### src/hw/rtl/hafd_pkg.sv
package hafd_pkg;

    localparam int FRAME_BYTES_DEF    = 19;
    localparam int MAX_DATA_BYTES_DEF = 8;

    localparam logic [7:0] STOP_CHAR   = 8'd120;
    localparam logic [7:0] ALPHA_FIRST = 8'd65;
    localparam logic [7:0] ALPHA_BASE  = 8'd55;
    localparam logic [7:0] DIGIT_BASE  = 8'd48;

    localparam logic KIND_DATA = 1'b0;
    localparam logic KIND_END  = 1'b1;

    typedef struct packed {
        logic       kind;
        logic [7:0] msg_id;
        logic [7:0] data_byte;
        logic [2:0] byte_index;
        logic [3:0] data_length;
        logic       last;
    } result_t;

    function automatic logic [7:0] digit_value(input logic [7:0] c);
        logic [7:0] v;
        if (c >= ALPHA_FIRST)
        begin
            v = c - ALPHA_BASE;
        end
        else
        begin
            v = c - DIGIT_BASE;
        end
        return v;
    endfunction

endpackage

### src/hw/rtl/hex_ascii_frame_decoder_top.sv
// Decodes fixed frames of FRAME_BYTES ASCII bytes: a start mark, two hex digits of a message ID
// and then pairs of hex digits, each pair one data byte, until an 'x' opens a pair or the frame
// ends. Every completed data byte leaves as a transaction with its index, and after the last
// frame byte a frame-end transaction carries the ID and the data length. One byte is taken in
// every cycle while in_ready is high; a final frame byte that also completes a data byte yields
// two transactions, which both enter the four-entry result queue at once, and in_ready is high
// while at least two queue entries are free.
module hex_ascii_frame_decoder_top #(
    parameter int FRAME_BYTES    = hafd_pkg::FRAME_BYTES_DEF,
    parameter int MAX_DATA_BYTES = hafd_pkg::MAX_DATA_BYTES_DEF
) (
    input  logic       clk,
    input  logic       rst_n,
    input  logic       in_valid,
    output logic       in_ready,
    input  logic [7:0] rx_byte,
    output logic       out_valid,
    input  logic       out_ready,
    output logic       kind,
    output logic [7:0] msg_id,
    output logic [7:0] data_byte,
    output logic [2:0] byte_index,
    output logic [3:0] data_length,
    output logic       last
);

    localparam int PW = $clog2(FRAME_BYTES);
    localparam int CW = $clog2(MAX_DATA_BYTES + 1);
    localparam logic [PW-1:0] LAST_POS = PW'(FRAME_BYTES - 1);
    localparam logic [CW-1:0] MAX_CNT  = CW'(MAX_DATA_BYTES);
    localparam logic [PW-1:0] POS_HI   = PW'(1);
    localparam logic [PW-1:0] POS_LO   = PW'(2);
    localparam logic [PW-1:0] POS_DATA = PW'(3);

    logic [PW-1:0] pos_reg, pos_next;
    logic [3:0]    high_reg, high_next;
    logic [7:0]    id_reg, id_next;
    logic [CW-1:0] count_reg, count_next;
    logic          stopped_reg, stopped_next;

    hafd_pkg::result_t fifo_mem [4];
    logic [1:0] wr_ptr_reg, wr_ptr_next;
    logic [1:0] rd_ptr_reg, rd_ptr_next;
    logic [2:0] fill_reg, fill_next;

    logic              accept;
    logic              pop;
    logic              is_last;
    logic              has_data;
    logic [7:0]        dval;
    logic [7:0]        dbyte;
    logic [31:0]       idx_wide;
    logic [31:0]       len_wide;
    logic [1:0]        push_n;
    hafd_pkg::result_t data_res;
    hafd_pkg::result_t end_res;
    hafd_pkg::result_t slot0;

    assign in_ready  = (fill_reg <= 3'd2);
    assign out_valid = (fill_reg != 3'd0);
    assign accept    = in_valid && in_ready;
    assign pop       = out_valid && out_ready;

    assign dval     = hafd_pkg::digit_value(rx_byte);
    assign dbyte    = {high_reg, 4'b0000} + dval;
    assign is_last  = (pos_reg == LAST_POS);
    assign idx_wide = 32'(count_reg);

    always_comb
    begin
        pos_next     = is_last ? '0 : pos_reg + PW'(1);
        high_next    = high_reg;
        id_next      = id_reg;
        count_next   = count_reg;
        stopped_next = stopped_reg;
        has_data     = 1'b0;
        if (pos_reg == POS_HI)
        begin
            high_next = dval[3:0];
        end
        else if (pos_reg == POS_LO)
        begin
            id_next = {high_reg, 4'b0000} + dval;
        end
        else if (pos_reg >= POS_DATA && !stopped_reg)
        begin
            if (pos_reg[0])
            begin
                if (rx_byte == hafd_pkg::STOP_CHAR)
                begin
                    stopped_next = 1'b1;
                end
                else
                begin
                    high_next = dval[3:0];
                end
            end
            else if (count_reg < MAX_CNT)
            begin
                has_data   = 1'b1;
                count_next = count_reg + CW'(1);
            end
        end
        len_wide = 32'(count_next);
        if (is_last)
        begin
            high_next    = '0;
            count_next   = '0;
            stopped_next = 1'b0;
        end
    end

    always_comb
    begin
        data_res.kind        = hafd_pkg::KIND_DATA;
        data_res.msg_id      = id_reg;
        data_res.data_byte   = dbyte;
        data_res.byte_index  = idx_wide[2:0];
        data_res.data_length = 4'd0;
        data_res.last        = 1'b0;
        end_res.kind         = hafd_pkg::KIND_END;
        end_res.msg_id       = id_next;
        end_res.data_byte    = 8'd0;
        end_res.byte_index   = 3'd0;
        end_res.data_length  = len_wide[3:0];
        end_res.last         = 1'b1;
        slot0                = has_data ? data_res : end_res;
        push_n               = accept ? ({1'b0, has_data} + {1'b0, is_last}) : 2'd0;
        wr_ptr_next          = wr_ptr_reg + push_n;
        rd_ptr_next          = rd_ptr_reg + {1'b0, pop};
        fill_next            = fill_reg + {1'b0, push_n} - {2'b00, pop};
    end

    always_ff @(posedge clk or negedge rst_n)
    begin
        if (!rst_n)
        begin
            pos_reg     <= '0;
            high_reg    <= '0;
            id_reg      <= '0;
            count_reg   <= '0;
            stopped_reg <= 1'b0;
            wr_ptr_reg  <= '0;
            rd_ptr_reg  <= '0;
            fill_reg    <= '0;
        end
        else
        begin
            if (accept)
            begin
                pos_reg     <= pos_next;
                high_reg    <= high_next;
                id_reg      <= id_next;
                count_reg   <= count_next;
                stopped_reg <= stopped_next;
            end
            wr_ptr_reg <= wr_ptr_next;
            rd_ptr_reg <= rd_ptr_next;
            fill_reg   <= fill_next;
        end
    end

    always_ff @(posedge clk)
    begin
        if (push_n != 2'd0)
        begin
            fifo_mem[wr_ptr_reg] <= slot0;
        end
        if (push_n == 2'd2)
        begin
            fifo_mem[wr_ptr_reg + 2'd1] <= end_res;
        end
    end

    assign kind        = fifo_mem[rd_ptr_reg].kind;
    assign msg_id      = fifo_mem[rd_ptr_reg].msg_id;
    assign data_byte   = fifo_mem[rd_ptr_reg].data_byte;
    assign byte_index  = fifo_mem[rd_ptr_reg].byte_index;
    assign data_length = fifo_mem[rd_ptr_reg].data_length;
    assign last        = fifo_mem[rd_ptr_reg].last;

`ifndef SYNTH
    a_fill_bound: assert property (@(posedge clk) disable iff (!rst_n)
        fill_reg <= 3'd4)
        else $error("Result queue overflow.");

    a_count_bound: assert property (@(posedge clk) disable iff (!rst_n)
        count_reg <= MAX_CNT)
        else $error("Data count exceeds the maximum.");

    a_frame_wrap: assert property (@(posedge clk) disable iff (!rst_n)
        (accept && is_last) |=> (pos_reg == '0 && count_reg == '0 && !stopped_reg))
        else $error("Frame state not cleared at frame end.");

    a_last_kind: assert property (@(posedge clk) disable iff (!rst_n)
        out_valid |-> (last == kind))
        else $error("Last flag disagrees with result kind.");

    a_push_fits: assert property (@(posedge clk) disable iff (!rst_n)
        accept |-> (fill_reg + {1'b0, push_n} <= 3'd4))
        else $error("Accepted byte does not fit the result queue.");
`endif

endmodule

### config.mk
export PLATFORM = sky130hd
export DESIGN_NAME = hex_ascii_frame_decoder_top
export DESIGN_NICKNAME = d
export VERILOG_FILES = /design/src/hw/rtl/hafd_pkg.sv /design/src/hw/rtl/hex_ascii_frame_decoder_top.sv
export SDC_FILE = /design/constraint.sdc
export NUM_CORES = 1
export LEC_CHECK = 0
export BUFFER_PORTS_ARGS = -buffer_cell sky130_fd_sc_hd__buf_2
export CAP_MARGIN = 20
export CORE_ASPECT_RATIO = 1.25
export CORE_UTILIZATION = 45
export DETAILED_ROUTE_END_ITERATION = 10
export GPL_ROUTABILITY_DRIVEN = 0
export SETUP_SLACK_MARGIN = 0.15
export SLEW_MARGIN = 20
export SYNTH_ARGS = -nofsm -noshare
export SYNTH_HDL_FRONTEND = slang
export SYNTH_SLANG_ARGS = --single-unit
### constraint.sdc
create_clock -name clk -period 4 [get_ports clk]
set_clock_uncertainty 0.05 [all_clocks]
set_input_delay 0.4 -clock clk [delete_from_list [all_inputs] [get_ports clk]]
set_output_delay 0.4 -clock clk [all_outputs]
set_load 0.02 [all_outputs]
==> flow_metrics.py <==
metrics = {
    "worst_setup_path": {
        "arrival_ps": 3690,
        "end_kind": "flop",
        "start_kind": "flop",
        "crit_slowest_cell": "dfrtp_1",
        "crit_type": "flop to flop",
        "cp.required_ps": 4050,
        "crit_path_max_incr_delay_ps": 530,
        "critPathBufInv": 6,
        "critical_path_peak_fanout": 16,
        "cp_top_family": "simple AND/OR/NAND/NOR gates",
        "crit_path_cell_trace": "inv_1 > ha_1 > or2_2 > a21oi_1 > buf_4 > nand2_1 > inv_1 > ha_1 > and3b_1 > nand4b_1 > and2_0 > buf_4 > inv_1 > buf_4",
    },
    "cts": {
        "post_cts.repair.setup_buffers": 0,
        "clk_latency_ps": 410,
        "cts_buffers": 17,
        "clkTransAtPathRegs_ps": 60,
        "ctsLongestPathBuffers": 2,
        "cts-hold-fix-buffers": 0,
        "cts_tree": "built",
        "cts_root_buffer": "clkbuf_16",
        "cts_num_sinks": 125,
        "htreeDepth": 4,
        "cts_resized": 0,
    },
    "final_layout": {
        "largest_register_ffs": 96,
        "fin_nets": 590,
        "design_area_sq_um": 6972,
        "nFillCells": 1102,
        "n_antenna_cell": 0,
        "drive_above_1_share_pct": 24.56,
        "layoutNonFillerInstCount": 738,
        "area_growth_pct": 16.01,
    },
    "placed_design": {
        "dp_hpwl_microns": 9722,
        "preCtsSetupSlack_ps": -10.86,
        "place_area_sq_um": 6409,
        "io_buffers": 38,
        "placedCellCount": 706,
    },
    "power": {
        "max-vdd-ir-drop_uv": 325.5,
        "sw_frac_of_total_pct": 37.23,
        "power_density_nw_per_um2": 772.6,
        "pwr-share-comb_pct": 36.3,
        "pwr-share-seq_pct": 37.5,
        "p_total_mw": 5.387,
        "p_sw_mw": 2.006,
        "leakage_nw": 2.766,
        "pwr-share-clk_pct": 26.2,
        "p_int_mw": 3.381,
    },
    "logic_synthesis": {
        "ys_ff_latch": 125,
        "syn_area_sq_um": 6010,
        "ys_types": 68,
        "yosys_warnings": 0,
        "avgSynthCellArea_sq_um": 11.71,
        "seq_area_frac_synth_pct": 52.05,
        "synth_edf_count": 48,
        "synthesis.nets": 546,
        "syn-instance-count": 513,
        "ys.flop_type": "edfxtp_1",
        "synth-async-reset-ratio_pct": 23.20,
    },
    "floorplan": {
        "dieArea_sq_um": 13820,
        "core-area_sq_um": 12830,
        "io_pins": 39,
        "dieHeight_microns": 131.2,
        "die_w_microns": 105.4,
        "start_util_pct": 46.82,
        "fp-row-count": 46,
    },
    "sta": {
        "fin_crit_sh_pct": 90.83,
        "relSlewSlack_pct": 38.35,
        "hold_viol": 4,
        "hold_ws_ps": -3.243,
        "max_freq_mhz": 275.2,
        "maxSlewViolCount": 0,
        "worst_pin_slew_ps": 924.8,
        "rsz0062_at_grt": "false",
        "setup_violations": 0,
        "setup_ws_ps": 366.9,
        "period_needed_ps": 3633,
    },
    "drt": {
        "m1WireLength_microns": 6067,
        "routed_wl_microns": 14080,
        "first_pass_iters": 4,
        "drt-wirelength-per-cell_microns": 19.07,
        "wl_met3_microns": 601,
        "ant_nets": 0,
        "detailroute.via_count": 4227,
        "dr_wl_met2_microns": 7061,
        "dr.max_layer_used": "met4",
        "drtIter0Drc": 235,
        "drcViolationCount": 0,
        "viasPerCell": 5.728,
    },
    "global_route": {
        "antenna_found_initial": 0,
        "grt_max_degree": 30,
        "grt_pass1_vias": 4306,
        "gr-total-overflow": 0,
        "grt_use_total_pct": 21.97,
        "grt_first_pass_wirelength_microns": 23070,
    },
    "min_path": {
        "worstHoldPathType": "input port to async pin",
    },
    "run": {
        "max_cap_violations": 0,
    },
    "outcome": {
        "violations": "hold timing",
        "status": "finished, violations left",
    },
}
==> worst paths after layout <==
| check | slack (ps) | start | depth (start not counted) | endpoint |
|---|---|---|---|---|
| max in group asynchronous | 3380 | rst_n | 1 | rd_ptr_reg[0] |
| min in group clk | 300 | out_ready | 3 | rd_ptr_reg[0] |
| setup reg to reg | 370 | pos_reg[0] | 14 | fifo_mem[2][1] |
| hold / removal | -3 | rst_n | 1 | id_reg[5] |
| setup / recovery | 370 | pos_reg[0] | 14 | fifo_mem[2][1] |
| hold reg to reg | 400 | fifo_mem[3][9] | 2 | fifo_mem[3][9] |
==> per-layer routing <==
layer / up-vias / GRT usage, %
met5: - / 0
met4: 0 / 8.998
met3: 23 / 4.514
met2: 106 / 37.46
met1: 2110 / 26.96
li1: 1988 / -
==> cells in the mapped netlist, types with 7 or more instances <==
cell       n  area [sq um]
a22o_1    27         236.5
inv_1     21         78.83
nor2_1    58         217.7
dfxtp_1   48         960.9
nand2_1   46         172.7
a21oi_1    7         35.03
clkbuf_1  20         75.07
mux4_2    24         540.5
o21ai_0   31         155.2
ha_1      19         237.7
mux2_2    11         123.9
xnor2_1    8         70.07
edfxtp_1  48          1441
dfrtp_1   29         725.7
==> cell type report <==
class | instances | area [sq um] | share of cell area [%]
timing repair buffer | 54 | 310.3 | 4.451
multi-input combinational | 337 | 2688 | 38.55
inverter | 22 | 82.58 | 1.184
sequential | 125 | 3129 | 44.89
tap | 168 | 210.2 | 3.015
clock buffer | 17 | 425.4 | 6.102
clock inverter | 15 | 126.4 | 1.813
==> through the flow <==
| step | hold WS (ps) | utilization (%) | setup TNS [ps] |
|---|---|---|---|
| 2_1_floorplan | 54.41 | - | 0 |
| 3_3_place_gp | 381.8 | 49.93 | 0 |
| 3_5_place_dp | 394.5 | 49.93 | -24.27 |
| 4_1_cts | 10.57 | 54.23 | 0 |
| 5_1_grt | 45.12 | 54.32 | 0 |
| 6_report | -3.243 | 54.32 | 0 |
==> power groups by stage <==
stage                     registers, mW  clock network, mW  logic [mW]
final                              2.02               1.41        1.96
after CTS                          2.02               1.43        1.96
after floorplan                    1.82                  0        1.59
after global placement             2.03                  0        1.91
after global routing               2.08               1.50        2.15
after detailed placement           2.05                  0        1.95
==> cell families (layout without fill, tap and decap cells) <==
| family | Yosys count | in the layout | synth area share [%] |
|---|---|---|---|
| xor+xnor | 12 | 12 | 1.749 |
| flops | 125 | 125 | 52.05 |
| fa+ha+maj | 21 | 21 | 4.622 |
| compound gates | 104 | 104 | 12.74 |
| buf+inv | 51 | 108 | 3.414 |
| simple gates | 156 | 156 | 12.51 |
| mux | 44 | 44 | 12.91 |
==> cell usage in the layout (no fill, tap or decap), types with 3 or more instances in the layout <==
| master | Yosys | final |
|---|---|---|
| a21o_1 | 4 | 4 |
| a21oi_1 | 7 | 7 |
| a22o_1 | 27 | 27 |
| a31oi_1 | 3 | 3 |
| a32o_1 | 6 | 6 |
| and2_1 | 5 | 5 |
| and3_1 | 4 | 4 |
| buf_2 | 5 | 38 |
| buf_4 | 2 | 16 |
| clkbuf_16 | 0 | 17 |
| clkinv_2 | 0 | 6 |
| clkinv_4 | 0 | 5 |
| clkinvlp_4 | 0 | 3 |
| dfrtp_1 | 29 | 28 |
| dfxtp_1 | 48 | 48 |
| edfxtp_1 | 48 | 48 |
| ha_1 | 19 | 19 |
| inv_1 | 21 | 21 |
| mux2_2 | 11 | 11 |
| mux2i_1 | 6 | 6 |
| mux4_2 | 24 | 24 |
| nand2_1 | 46 | 46 |
| nand3_1 | 3 | 3 |
| nand4_1 | 5 | 5 |
| nand4b_1 | 3 | 3 |
| nor2_1 | 58 | 58 |
| nor3_1 | 5 | 5 |
| o21ai_0 | 31 | 31 |
| o22ai_1 | 5 | 5 |
| o2bb2ai_1 | 4 | 4 |
| or2_2 | 3 | 3 |
| or3_1 | 5 | 5 |
| xnor2_1 | 8 | 8 |
| xor2_1 | 4 | 4 |
Power figures use the tool's default switching activity.
